==> src/rtl/core/hes_pkg.sv <==
// Types, codes and character tables of the hex echo stack responder.
// No dependencies; imported by every module of the block.
package hes_pkg;

  typedef struct packed {
    logic       kind;
    logic [7:0] rx_byte;
  } hes_in_t;

  typedef struct packed {
    logic [7:0] tx_char;
    logic       stack_nonempty;
  } hes_out_t;

  typedef struct packed {
    logic wr_en;
    logic rd_en;
  } hes_mem_ctl_t;

  typedef enum logic [2:0] {
    PH_ZERO,
    PH_X,
    PH_HI,
    PH_LO,
    PH_TAIL
  } hes_phase_e;

  localparam logic       KIND_RX     = 1'b0;
  localparam logic       KIND_TICK   = 1'b1;
  localparam logic [7:0] CHAR_ZERO   = 8'h30;
  localparam logic [7:0] CHAR_X      = 8'h78;
  localparam logic [7:0] HEX_NUM_OFS = 8'd48;
  localparam logic [7:0] HEX_LTR_OFS = 8'd87;
  localparam logic [4:0] TAIL_LEN    = 5'd16;

  function automatic logic [7:0] hex_digit(input logic [3:0] nib);
    logic [7:0] ext;
    ext = {4'h0, nib};
    return (nib < 4'd10) ? (ext + HEX_NUM_OFS) : (ext + HEX_LTR_OFS);
  endfunction

  // " data received\r\n"
  function automatic logic [7:0] tail_char(input logic [3:0] idx);
    logic [7:0] ch;
    case (idx)
      4'd0:    ch = 8'h20;
      4'd1:    ch = 8'h64;
      4'd2:    ch = 8'h61;
      4'd3:    ch = 8'h74;
      4'd4:    ch = 8'h61;
      4'd5:    ch = 8'h20;
      4'd6:    ch = 8'h72;
      4'd7:    ch = 8'h65;
      4'd8:    ch = 8'h63;
      4'd9:    ch = 8'h65;
      4'd10:   ch = 8'h69;
      4'd11:   ch = 8'h76;
      4'd12:   ch = 8'h65;
      4'd13:   ch = 8'h64;
      4'd14:   ch = 8'h0D;
      default: ch = 8'h0A;
    endcase
    return ch;
  endfunction

endpackage

==> src/rtl/core/hes_stack_mem.sv <==
// Byte stack storage: one write port, one read port with registered data.
// Depends on hes_pkg for the port control struct.
module hes_stack_mem import hes_pkg::*; #(
  parameter int unsigned STACK_DEPTH = 32,
  localparam int unsigned IdxW = $clog2(STACK_DEPTH)
) (
  input  logic            clk_i,
  input  hes_mem_ctl_t    ctl_i,
  input  logic [IdxW-1:0] wr_addr_i,
  input  logic [7:0]      wr_data_i,
  input  logic [IdxW-1:0] rd_addr_i,
  output logic [7:0]      rd_data_o
);

  logic [7:0] mem_q [STACK_DEPTH];
  logic [7:0] rd_data_q;

  always_ff @(posedge clk_i) begin
    if (ctl_i.wr_en) begin
      mem_q[wr_addr_i] <= wr_data_i;
    end
    if (ctl_i.rd_en) begin
      rd_data_q <= mem_q[rd_addr_i];
    end
  end

  assign rd_data_o = rd_data_q;

endmodule

==> src/rtl/core/hes_reply_ctrl.sv <==
// Stack pointer, reply sequencer and output register.
// Depends on hes_pkg; drives the ports of hes_stack_mem.
module hes_reply_ctrl import hes_pkg::*; #(
  parameter int unsigned STACK_DEPTH = 32,
  localparam int unsigned CntW = $clog2(STACK_DEPTH + 1),
  localparam int unsigned IdxW = $clog2(STACK_DEPTH)
) (
  input  logic            clk_i,
  input  logic            rst_ni,
  input  logic            in_valid_i,
  output logic            in_stall_o,
  input  hes_in_t         in_data_i,
  output logic            out_valid_o,
  input  logic            out_stall_i,
  output hes_out_t        out_data_o,
  output hes_mem_ctl_t    mem_ctl_o,
  output logic [IdxW-1:0] wr_addr_o,
  output logic [7:0]      wr_data_o,
  output logic [IdxW-1:0] rd_addr_o,
  input  logic [7:0]      rd_data_i
);

  hes_phase_e      phase_q, phase_d;
  logic [CntW-1:0] count_q, count_d;
  logic [CntW-1:0] count_m1;
  logic [4:0]      tail_q, tail_d;
  logic [7:0]      latched_q, latched_d;
  logic            rd_pend_q, rd_pend_d;
  logic            out_valid_q, out_valid_d;
  hes_out_t        out_data_q, out_data_d;
  logic            out_free;
  logic            accept;
  logic            full;
  logic            nonempty;

  assign out_free   = !out_valid_q || !out_stall_i;
  assign in_stall_o = rd_pend_q || !out_free;
  assign accept     = in_valid_i && !in_stall_o;
  assign full       = (count_q == CntW'(STACK_DEPTH));
  assign nonempty   = (count_q != '0);
  assign count_m1   = count_q - 1'b1;

  assign wr_addr_o = count_q[IdxW-1:0];
  assign wr_data_o = in_data_i.rx_byte;
  assign rd_addr_o = count_m1[IdxW-1:0];

  always_ff @(posedge clk_i or negedge rst_ni) begin
    if (!rst_ni) begin
      phase_q     <= PH_ZERO;
      count_q     <= '0;
      tail_q      <= '0;
      latched_q   <= '0;
      rd_pend_q   <= 1'b0;
      out_valid_q <= 1'b0;
    end else begin
      phase_q     <= phase_d;
      count_q     <= count_d;
      tail_q      <= tail_d;
      latched_q   <= latched_d;
      rd_pend_q   <= rd_pend_d;
      out_valid_q <= out_valid_d;
    end
  end

  always_ff @(posedge clk_i) begin
    out_data_q <= out_data_d;
  end

  always_comb begin
    phase_d     = phase_q;
    count_d     = count_q;
    tail_d      = tail_q;
    latched_d   = latched_q;
    rd_pend_d   = 1'b0;
    out_valid_d = out_valid_q && out_stall_i;
    out_data_d  = out_data_q;
    mem_ctl_o   = '0;

    if (rd_pend_q) begin
      // top byte is back from the stack: latch it and send the high digit
      latched_d   = rd_data_i;
      out_valid_d = 1'b1;
      out_data_d  = '{tx_char: hex_digit(rd_data_i[7:4]), stack_nonempty: nonempty};
      phase_d     = PH_LO;
    end else if (accept) begin
      if (in_data_i.kind == KIND_RX) begin
        // drop the byte when the stack is full
        if (!full) begin
          mem_ctl_o.wr_en = 1'b1;
          count_d         = count_q + 1'b1;
        end
      end else if (nonempty) begin
        unique case (phase_q)
          PH_X: begin
            out_valid_d = 1'b1;
            out_data_d  = '{tx_char: CHAR_X, stack_nonempty: nonempty};
            phase_d     = PH_HI;
          end
          PH_HI: begin
            mem_ctl_o.rd_en = 1'b1;
            rd_pend_d       = 1'b1;
          end
          PH_LO: begin
            out_valid_d = 1'b1;
            out_data_d  = '{tx_char: hex_digit(latched_q[3:0]), stack_nonempty: nonempty};
            phase_d     = PH_TAIL;
          end
          PH_TAIL: begin
            if (tail_q >= TAIL_LEN) begin
              // end of reply: pop the current top, emit nothing
              tail_d  = '0;
              count_d = count_m1;
              phase_d = PH_ZERO;
            end else begin
              out_valid_d = 1'b1;
              out_data_d  = '{tx_char: tail_char(tail_q[3:0]), stack_nonempty: nonempty};
              tail_d      = tail_q + 1'b1;
            end
          end
          default: begin
            out_valid_d = 1'b1;
            out_data_d  = '{tx_char: CHAR_ZERO, stack_nonempty: nonempty};
            phase_d     = PH_X;
          end
        endcase
      end
    end
  end

  assign out_valid_o = out_valid_q;
  assign out_data_o  = out_data_q;

endmodule

==> src/rtl/core/hex_echo_stack_responder_core.sv <==
// Channel   | Payload      | Handshake               | Transaction
// in        | hes_in_t     | in_valid_i / in_stall_o | received byte or transmit tick
// out       | hes_out_t    | out_valid_o / out_stall_i | one reply character
//
// The tick that sends the high hex digit waits on the registered stack read.
// The input stalls while that read is in flight and while a character is held
// and stalled on the output. Reset clears the stack count, reply sequencer and
// output valid; stack contents are left as they are.
// Top level of the hex echo stack responder; depends on hes_pkg,
// hes_stack_mem and hes_reply_ctrl.
module hex_echo_stack_responder_core import hes_pkg::*; #(
  parameter int unsigned STACK_DEPTH = 32
) (
  input  logic     clk_i,
  input  logic     rst_ni,
  input  logic     in_valid_i,
  output logic     in_stall_o,
  input  hes_in_t  in_data_i,
  output logic     out_valid_o,
  input  logic     out_stall_i,
  output hes_out_t out_data_o
);

  localparam int unsigned IdxW = $clog2(STACK_DEPTH);

  hes_mem_ctl_t    mem_ctl;
  logic [IdxW-1:0] wr_addr;
  logic [IdxW-1:0] rd_addr;
  logic [7:0]      wr_data;
  logic [7:0]      rd_data;

  hes_reply_ctrl #(
    .STACK_DEPTH(STACK_DEPTH)
  ) u_ctrl (
    .clk_i      (clk_i),
    .rst_ni     (rst_ni),
    .in_valid_i (in_valid_i),
    .in_stall_o (in_stall_o),
    .in_data_i  (in_data_i),
    .out_valid_o(out_valid_o),
    .out_stall_i(out_stall_i),
    .out_data_o (out_data_o),
    .mem_ctl_o  (mem_ctl),
    .wr_addr_o  (wr_addr),
    .wr_data_o  (wr_data),
    .rd_addr_o  (rd_addr),
    .rd_data_i  (rd_data)
  );

  hes_stack_mem #(
    .STACK_DEPTH(STACK_DEPTH)
  ) u_mem (
    .clk_i    (clk_i),
    .ctl_i    (mem_ctl),
    .wr_addr_i(wr_addr),
    .wr_data_i(wr_data),
    .rd_addr_i(rd_addr),
    .rd_data_o(rd_data)
  );

endmodule

==> config.mk <==
export PLATFORM = sky130hd
export DESIGN_NAME = hex_echo_stack_responder_core
export DESIGN_NICKNAME = d
export VERILOG_FILES = /design/src/rtl/core/hes_pkg.sv /design/src/rtl/core/hes_stack_mem.sv /design/src/rtl/core/hes_reply_ctrl.sv /design/src/rtl/core/hex_echo_stack_responder_core.sv
export SDC_FILE = /design/constraint.sdc
export NUM_CORES = 1
export LEC_CHECK = 0
export BUFFER_PORTS_ARGS = -buffer_cell sky130_fd_sc_hd__buf_4
export CAP_MARGIN = 10
export CORE_MARGIN = 2
export CORE_UTILIZATION = 30
export DETAILED_ROUTE_END_ITERATION = 10
export PLACE_DENSITY_LB_ADDON = 0.08
export REMOVE_ABC_BUFFERS = 1
export SYNTH_ARGS = -nofsm -noshare
export SYNTH_HDL_FRONTEND = slang
export SYNTH_SLANG_ARGS = --single-unit
==> constraint.sdc <==
create_clock -name clk_i -period 4.8 [get_ports clk_i]
set_input_delay 0.24 -clock clk_i [delete_from_list [all_inputs] [get_ports clk_i]]
set_output_delay 0.24 -clock clk_i [all_outputs]
set_load 0.01 [all_outputs]
=== Yosys cells after proc, flatten, opt, wreduce, memory -nomap -nowiden ===
Memory sizes are Yosys's and may differ from the RTL's. A register that Yosys moved wholly into a read port is not among the register bits.
Cells that the tools add are included.

* Register bits: 29
* Bits in writable memories: 256
* Bits in read-only memories: 112
* Input port bits: 13
* Output and inout bits: 11
* Logic and storage cells: 86
* Memories kept: 2

{| class="wikitable"
|+ Memory list
! name !! depth !! width !! rd ports !! clocked after memory_dff !! write ports !! line !! RTL
|-
| u_mem.mem_q || 32 || 8 || 1 || 1 || 1 || hes_stack_mem.sv:15 || <nowiki>logic [7:0] mem_q [STACK_DEPTH];</nowiki>
|-
| (name not given) || 16 || 7 || 1 || 0 || 0 || hes_pkg.sv:45 || <nowiki>case (idx)</nowiki>
|}

* Add/sub/neg operators: 7
* $lt $le $gt $ge: 3
* Eq/ne operators: 12
* Muxes and demuxes: 37
* Bitwise logic cells: 1
* Reduce and logical (&&, ||, !) cells: 16

{| class="wikitable"
|+ Operators by type and width
! operator !! count
|-
| 9-bit 2-to-1 mux || 5
|-
| 9-bit one-hot mux with 4 select lines || 1
|-
| 6-bit 2-to-1 mux || 5
|-
| 4-bit by 7-bit adder with 8-bit output, second input constant || 2
|-
| 8-bit 2-to-1 mux || 2
|-
| 3-bit 2-to-1 mux || 5
|-
| 5-bit AND reduction || 3
|-
| 4-bit by 6-bit adder with 7-bit output, second input constant || 2
|-
| 1-bit 2-to-1 mux || 14
|-
| 3-bit one-hot mux with 4 select lines || 1
|-
| 4-bit < comparator, second input constant || 2
|-
| 2-bit by 1-bit inequality test with 1-bit output, second input constant || 4
|-
| 6-bit by 1-bit adder with 6-bit output, second input constant || 1
|-
| 3-bit by 2-bit == test with 1-bit output, second input constant || 2
|-
| 6-bit == test, second input constant || 1
|-
| 6-bit AND reduction || 1
|-
| 2-bit nonzero test || 3
|-
| 6-bit nonzero test || 1
|-
| 6-bit by 1-bit subtractor with 6-bit output, second input constant || 1
|-
| 5-bit by 1-bit adder with 5-bit output, second input constant || 1
|-
| 5-bit greater-or-equal comparator, second input constant || 1
|-
| 5-bit 2-to-1 mux || 1
|-
| 1-bit logical NOT || 4
|-
| 2-bit 2-to-1 mux || 2
|-
| other kinds (9) || 11
|}

=== Longest topological paths before layout ===
* Depth after elaboration: 10
* Depth in mapped cells: 11
* Mapped depth without buffers: 6

=== By module ===
Synthesis repeated with hierarchy kept, for this count alone.

* Cell total of the unflattened synthesis: 634
* Area total of the unflattened synthesis: 12137.9 sq um

{| class="wikitable"
|+ Modules (own cells, without submodules)
! module !! instances !! cells each !! area an instance (sq um) !! seq. area each (sq um)
|-
| hes_stack_mem || 1 || 417 || 10133.5 || 7927.6
|-
| hes_reply_ctrl || 1 || 217 || 2004.4 || 740.7
|}

=== Worst setup path after synthesis ===
No wires, ideal clock.

* Kind: register to register
* Start: reg u_ctrl.count_q[0]
* End: mem u_mem.mem_q[0][0] (enable)
* Library setup time: 395 ps
* Arrival time: 2447 ps
* Required time: 4405 ps
* Setup slack: 1958 ps
* Cell stages (with the launch flop): 8
* Path buffers: 3
* Clock period less this slack: 2842 ps
* Cells stage by stage: dfrtp_1 -> buf_6 -> buf_6 -> inv_1 -> ha_1 -> or4b_4 -> buf_6 -> nor4_1

* Longest elaborated chain between the ends: 7

{| class="wikitable"
|+ Ends and longest elaborated chain
! element !! line !! RTL
|-
| start: declaration || hes_reply_ctrl.sv:24 || <nowiki>logic [CntW-1:0] count_q, count_d;</nowiki>
|-
| start signal: assignment || hes_reply_ctrl.sv:57 || <nowiki>count_q <= count_d;</nowiki>
|-
| 6-bit == test || hes_reply_ctrl.sv:39 || <nowiki>assign full = (count_q == CntW'(STACK_DEPTH));</nowiki>
|-
| 1-bit 2-to-1 mux || hes_reply_ctrl.sv:88 || <nowiki>if (!full) begin</nowiki>
|-
| 1-bit 2-to-1 mux || hes_reply_ctrl.sv:86 || <nowiki>if (in_data_i.kind == KIND_RX) begin</nowiki>
|-
| 2-bit 2-to-1 mux || hes_reply_ctrl.sv:85 || <nowiki>end else if (accept) begin</nowiki>
|-
| 2-bit 2-to-1 mux || hes_reply_ctrl.sv:79 || <nowiki>if (rd_pend_q) begin</nowiki>
|-
| 1-bit 2-to-1 mux || hes_stack_mem.sv:19 || <nowiki>if (ctl_i.wr_en) begin</nowiki>
|-
| 1-bit 2-to-1 mux (implied by the code) || hes_stack_mem.sv:20 || <nowiki>mem_q[wr_addr_i] <= wr_data_i;</nowiki>
|-
| end: declaration || hes_stack_mem.sv:15 ||
|}

Parallel ways exist; a longest one is shown, timed or not.

=== Final worst setup path ===
* Start: reg u_ctrl.count_q[1]
* End: reg u_mem.rd_data_q[2], in the netlist u_mem.rd_data_o[2], read port of u_mem.mem_q (data pin)

* Longest elaborated chain between the ends: 5
* Elaborated cells between the ends (all ways): 6
* Those cells by class: 1 x add/sub; 4 x mux; 1 x reduce/logical

{| class="wikitable"
|+ Ends and longest elaborated chain
! element !! line !! RTL
|-
| 6-bit nonzero test || hes_reply_ctrl.sv:40 || <nowiki>assign nonempty = (count_q != '0);</nowiki>
|-
| 1-bit 2-to-1 mux || hes_reply_ctrl.sv:92 || <nowiki>end else if (nonempty) begin</nowiki>
|-
| 1-bit 2-to-1 mux || hes_reply_ctrl.sv:86 ||
|-
| 2-bit 2-to-1 mux || hes_reply_ctrl.sv:85 ||
|-
| 2-bit 2-to-1 mux || hes_reply_ctrl.sv:79 ||
|-
| end: declaration || hes_stack_mem.sv:16 || <nowiki>logic [7:0] rd_data_q;</nowiki>
|}

Parallel ways exist; a longest one is shown, timed or not.
A chain may end at the register's enable or synchronous reset.

==> qor.log <==
INFO  layout         instances_no_fill=1267
INFO  clocking       clockRootBuffer=sky130_fd_sc_hd__clkbuf_16
INFO  timing         hold_viol_final=0
INFO  routing        via_count=6346
INFO  place          place.port_buffers=22
INFO  clocking       cts_resized=0
INFO  power          switchingPower=2.85mW
INFO  min_path       worstHoldPathCells=3
INFO  clocking       cts_buffers=34
INFO  timing         max_freq=280MHz
INFO  layout         layout.cells.most_common=sky130_fd_sc_hd__edfxtp_1
INFO  clocking       insertion_delay=0.52ns
INFO  timing         worst_slew_margin_rel=28.9%
INFO  global_route   groute.layer.met1.usage=19.6%
INFO  logic_synthesis mappedNetlistArea=12300um2
INFO  clocking       post_cts.repair.setup_buffers=0
INFO  timing         postLayoutSetupSlackWorst=1.22ns
INFO  clocking       tritoncts_clock_tree=yes
INFO  timing         final_period_minus_worst_setup_slack=3.58ns
INFO  setup_path     element_type_at_the_critical_path_end=register
INFO  setup_path     worst-endpoint-required=5.02ns
INFO  power          static-leakage-power=4.45nW
INFO  place          placement.setup.worst_slack=1.14ns
INFO  place          place_area=13000um2
INFO  power          power.sequential.fraction=36.6%
INFO  floorplanning  die_width=207um
INFO  layout         post_route_cells_drive_above_1_share=24.4%
INFO  floorplanning  chipHeight=207um
INFO  layout         finalInstanceArea=14100um2
INFO  floorplanning  design.die.area=42600um2
INFO  floorplanning  placeableCoreArea=40600um2
INFO  power          comb_power_share=34.1%
INFO  logic_synthesis postSynthRegisterBits=292
INFO  layout         layout_common_cells=272 x sky130_fd_sc_hd__edfxtp_1, 65 x sky130_fd_sc_hd__mux4_2, 41 x sky130_fd_sc_hd__nor2_1
INFO  global_route   grt_first_pass_wirelength=44500um
INFO  floorplanning  fp-row-count=74
INFO  layout         design.final.nets=736
INFO  layout         fillers=3805
INFO  power          p_clk_share=29.3%
INFO  routing        number_of_remaining_drc_errors=0
INFO  power          power_report.internal_total=5.85mW
INFO  setup_path     timing.critical_path.slowest_cell_delay=0.83ns
INFO  setup_path     worst_reg2reg_path_length_in_cells=7
INFO  setup_path     series_of_cell_instances_along_the_critical_path=inv_1 -> ha_2 -> buf_4 -> mux4_2 -> nor2b_1 -> a221oi_1 -> nor4_1
INFO  global_route   antenna_violations_before_repair=0
INFO  clocking       cts_max_path_buffers=3
INFO  place          finalWeightedCongestion=0.769
INFO  layout         area.growth.synth_to_final=14.7%
INFO  logic_synthesis synthArstFlopShare=6.85%
INFO  routing        postRouteAntennaNets=0
INFO  setup_path     worst-endpoint-arrival=3.80ns
INFO  floorplanning  ioPinCount=24
INFO  global_route   globalRoute.totalOverflow=0
INFO  place          half_perimeter_wire_length_after_detailed_placement=19000um
INFO  flow_run       maxCapViolCount=0
INFO  global_route   pin_count_of_the_biggest_net_entering_global_routing=74
INFO  floorplanning  floorplan.initialDensity=30.3%
INFO  global_route   use_met3=2.44%
INFO  routing        detailedRoute.firstPassIterationCount=4
INFO  timing         worst-slew-pin-transition=1.06ns
INFO  timing         final-setup-viol-count=0
INFO  layout         num_antenna_cells=0
INFO  routing        wl_per_cell=23.5um
INFO  logic_synthesis postSynthCellCount=684
INFO  timing         rsz_0062_raised_after_global_routing=no
INFO  global_route   global_route.usage.total=14.5%
INFO  power          sw_share=32.8%
INFO  setup_path     kind_of_start_point_of_the_critical_path=register
INFO  power          worst_ir_drop_vdd=0.305mV
INFO  logic_synthesis yosysSeqAreaShare=70.5%
INFO  power          design_power_total=8.70mW
INFO  run_status     run_status=complete, no violations
INFO  setup_path     critPathMaxFanout=24
INFO  place          placedCellCount=1204
INFO  global_route   first_global_vias=6578
INFO  global_route   grt.busiest_layer=met2
INFO  logic_synthesis synth-edff-count=272
INFO  routing        post_drt_via_cell_ratio=5.01
INFO  layout         layout.core_utilization=34.7%
INFO  logic_synthesis ys_dominant_reg_cell=sky130_fd_sc_hd__edfxtp_1
INFO  timing         layout_worst_path_cycle_share=74.5%
INFO  routing        finalWirelength=29800um
INFO  clocking       htreeDepth=2
INFO  setup_path     cp_slowest_cell=sky130_fd_sc_hd__ha_2
INFO  clocking       clkSinkCount=292
INFO  logic_synthesis yosys_warnings=0
INFO  setup_path     setup.worst_path.class=register to register
INFO  global_route   global_route.usage.met2=24.2%
INFO  power          power.density=617nW/um2
INFO  timing         final_skew=0.0163ns
INFO  logic_synthesis synth_cell_type_count=60
INFO  routing        violation_count_after_the_first_detailed_routing_iteration=480
INFO  timing         timing_max_transition_violations_final=0
INFO  clocking       path_clk_slew=0.06ns
INFO  min_path       worst_hold_path_type=primary input to register
INFO  logic_synthesis syn-mean-instance-area=18.0um2
cell families (layout without fill, tap and decap cells):
logic type	Yosys count	in the layout	share of synthesized area [%]
other cells	1	1	0.0305
compound gates	101	101	5.76
simple gates	125	125	5.59
xor+xnor	10	10	0.712
fa+ha+maj	13	13	1.32
buf+inv	56	107	2.33
mux	86	86	13.8
flops	292	292	70.5
registers in the layout, summed over array words and instances (netlist names):
register and flops:
u_mem.rd_data_o 8, u_ctrl.count_q 6, u_ctrl.phase_q 3, u_ctrl.rd_pend_q 1, u_ctrl.out_valid_o 1, u_ctrl.latched_q 4, u_ctrl.tail_q 5, u_ctrl.out_data_o 8
u_mem.mem_q 256
area by class of cell:
type | instances | area, um2 | area share [%]
clock buffers | 44 | 920 | 6.52
multi-input cells | 336 | 3380 | 23.9
inverters | 17 | 63.8 | 0.452
flip-flops and latches | 292 | 8670 | 61.5
clock inverters | 17 | 181 | 1.29
repair buffers | 29 | 233 | 1.65
well taps | 532 | 666 | 4.72
critical path, delay by kind of cell, from the launching register on:
family	cells	cell delay [ns]
fa+ha+maj	1	0.83
simple gates	2	0.28
flops	1	0.52
buf+inv	2	0.61
compound gates	1	0.66
mux	1	0.35
worst paths after layout:
check | start | end | slack (ns)
min in group asynchronous | rst_ni | u_ctrl.count_q[3] | 0.16
hold / removal | out_stall_i | u_ctrl.out_valid_o | 0.08
max in group asynchronous | rst_ni | u_ctrl.count_q[0] | 4.37
hold reg to reg | u_mem.rd_data_o[0] | u_ctrl.latched_q[0] | 0.46
setup / recovery | u_ctrl.count_q[1] | u_mem.rd_data_o[2] | 1.22
setup reg to reg | u_ctrl.count_q[1] | u_mem.rd_data_o[2] | 1.22
metal layers:
| metal | routed length (um) | vias to the layer above |
|---|---|---|
| met5 | 0 | - |
| met4 | 601 | 0 |
| li1 | - | 2818 |
| met3 | 1310 | 41 |
| met1 | 13200 | 3357 |
| met2 | 14700 | 130 |
power groups by stage:
stage | Combinational (mW) | Clock, mW | Sequential, mW
global placement | 3.07 | 0 | 3.23
detailed placement | 3.06 | 0 | 3.23
floorplan | 1.97 | 0 | 3.30
finish | 2.97 | 2.55 | 3.18
global route | 3.25 | 2.73 | 3.21
CTS | 3.07 | 2.63 | 3.18
synth_stat cells, types with 2 or more instances:
cell type | count | area share (%)
sky130_fd_sc_hd__a211oi_1 | 11 | 0.67
sky130_fd_sc_hd__a21o_1 | 2 | 0.12
sky130_fd_sc_hd__a21oi_1 | 29 | 1.2
sky130_fd_sc_hd__a21oi_2 | 3 | 0.21
sky130_fd_sc_hd__a221oi_1 | 9 | 0.64
sky130_fd_sc_hd__a31oi_1 | 3 | 0.15
sky130_fd_sc_hd__buf_2 | 16 | 0.65
sky130_fd_sc_hd__buf_4 | 5 | 0.31
sky130_fd_sc_hd__buf_6 | 5 | 0.46
sky130_fd_sc_hd__clkbuf_1 | 13 | 0.40
sky130_fd_sc_hd__dfrtp_1 | 20 | 4.1
sky130_fd_sc_hd__edfxtp_1 | 272 | 66
sky130_fd_sc_hd__ha_1 | 13 | 1.3
sky130_fd_sc_hd__inv_1 | 16 | 0.49
sky130_fd_sc_hd__mux2_2 | 19 | 1.7
sky130_fd_sc_hd__mux2i_1 | 2 | 0.16
sky130_fd_sc_hd__mux4_2 | 65 | 12
sky130_fd_sc_hd__nand2_1 | 17 | 0.52
sky130_fd_sc_hd__nand2b_1 | 4 | 0.20
sky130_fd_sc_hd__nand3_1 | 5 | 0.20
sky130_fd_sc_hd__nand3b_1 | 7 | 0.43
sky130_fd_sc_hd__nor2_1 | 41 | 1.3
sky130_fd_sc_hd__nor2b_1 | 19 | 0.97
sky130_fd_sc_hd__nor3b_1 | 2 | 0.12
sky130_fd_sc_hd__nor4_1 | 11 | 0.56
sky130_fd_sc_hd__o211ai_1 | 4 | 0.24
sky130_fd_sc_hd__o21ai_0 | 15 | 0.61
sky130_fd_sc_hd__o21ai_1 | 3 | 0.12
sky130_fd_sc_hd__o21ai_2 | 2 | 0.14
sky130_fd_sc_hd__o311ai_0 | 2 | 0.14
sky130_fd_sc_hd__o31a_1 | 4 | 0.28
sky130_fd_sc_hd__o31ai_1 | 2 | 0.12
sky130_fd_sc_hd__o32ai_1 | 2 | 0.14
sky130_fd_sc_hd__or3_1 | 3 | 0.15
sky130_fd_sc_hd__or3b_2 | 5 | 0.36
sky130_fd_sc_hd__xnor2_1 | 6 | 0.43
sky130_fd_sc_hd__xor2_1 | 4 | 0.28
stage by stage:
stage | setup TNS, ns | hold slack [ns]
floorplan | -32.32 | -0.0556
global placement | 0 | 0.151
detailed placement | 0 | 0.160
CTS | 0 | 0.0521
global route | 0 | 0.0887
finish | 0 | 0.0848
repair_timing:
action                     4_1_cts  5_1_grt
setup endpoints to repair        0        0
hold endpoints to repair        20        0
hold buffers                     1        0
(Power assumes the default switching activity.)
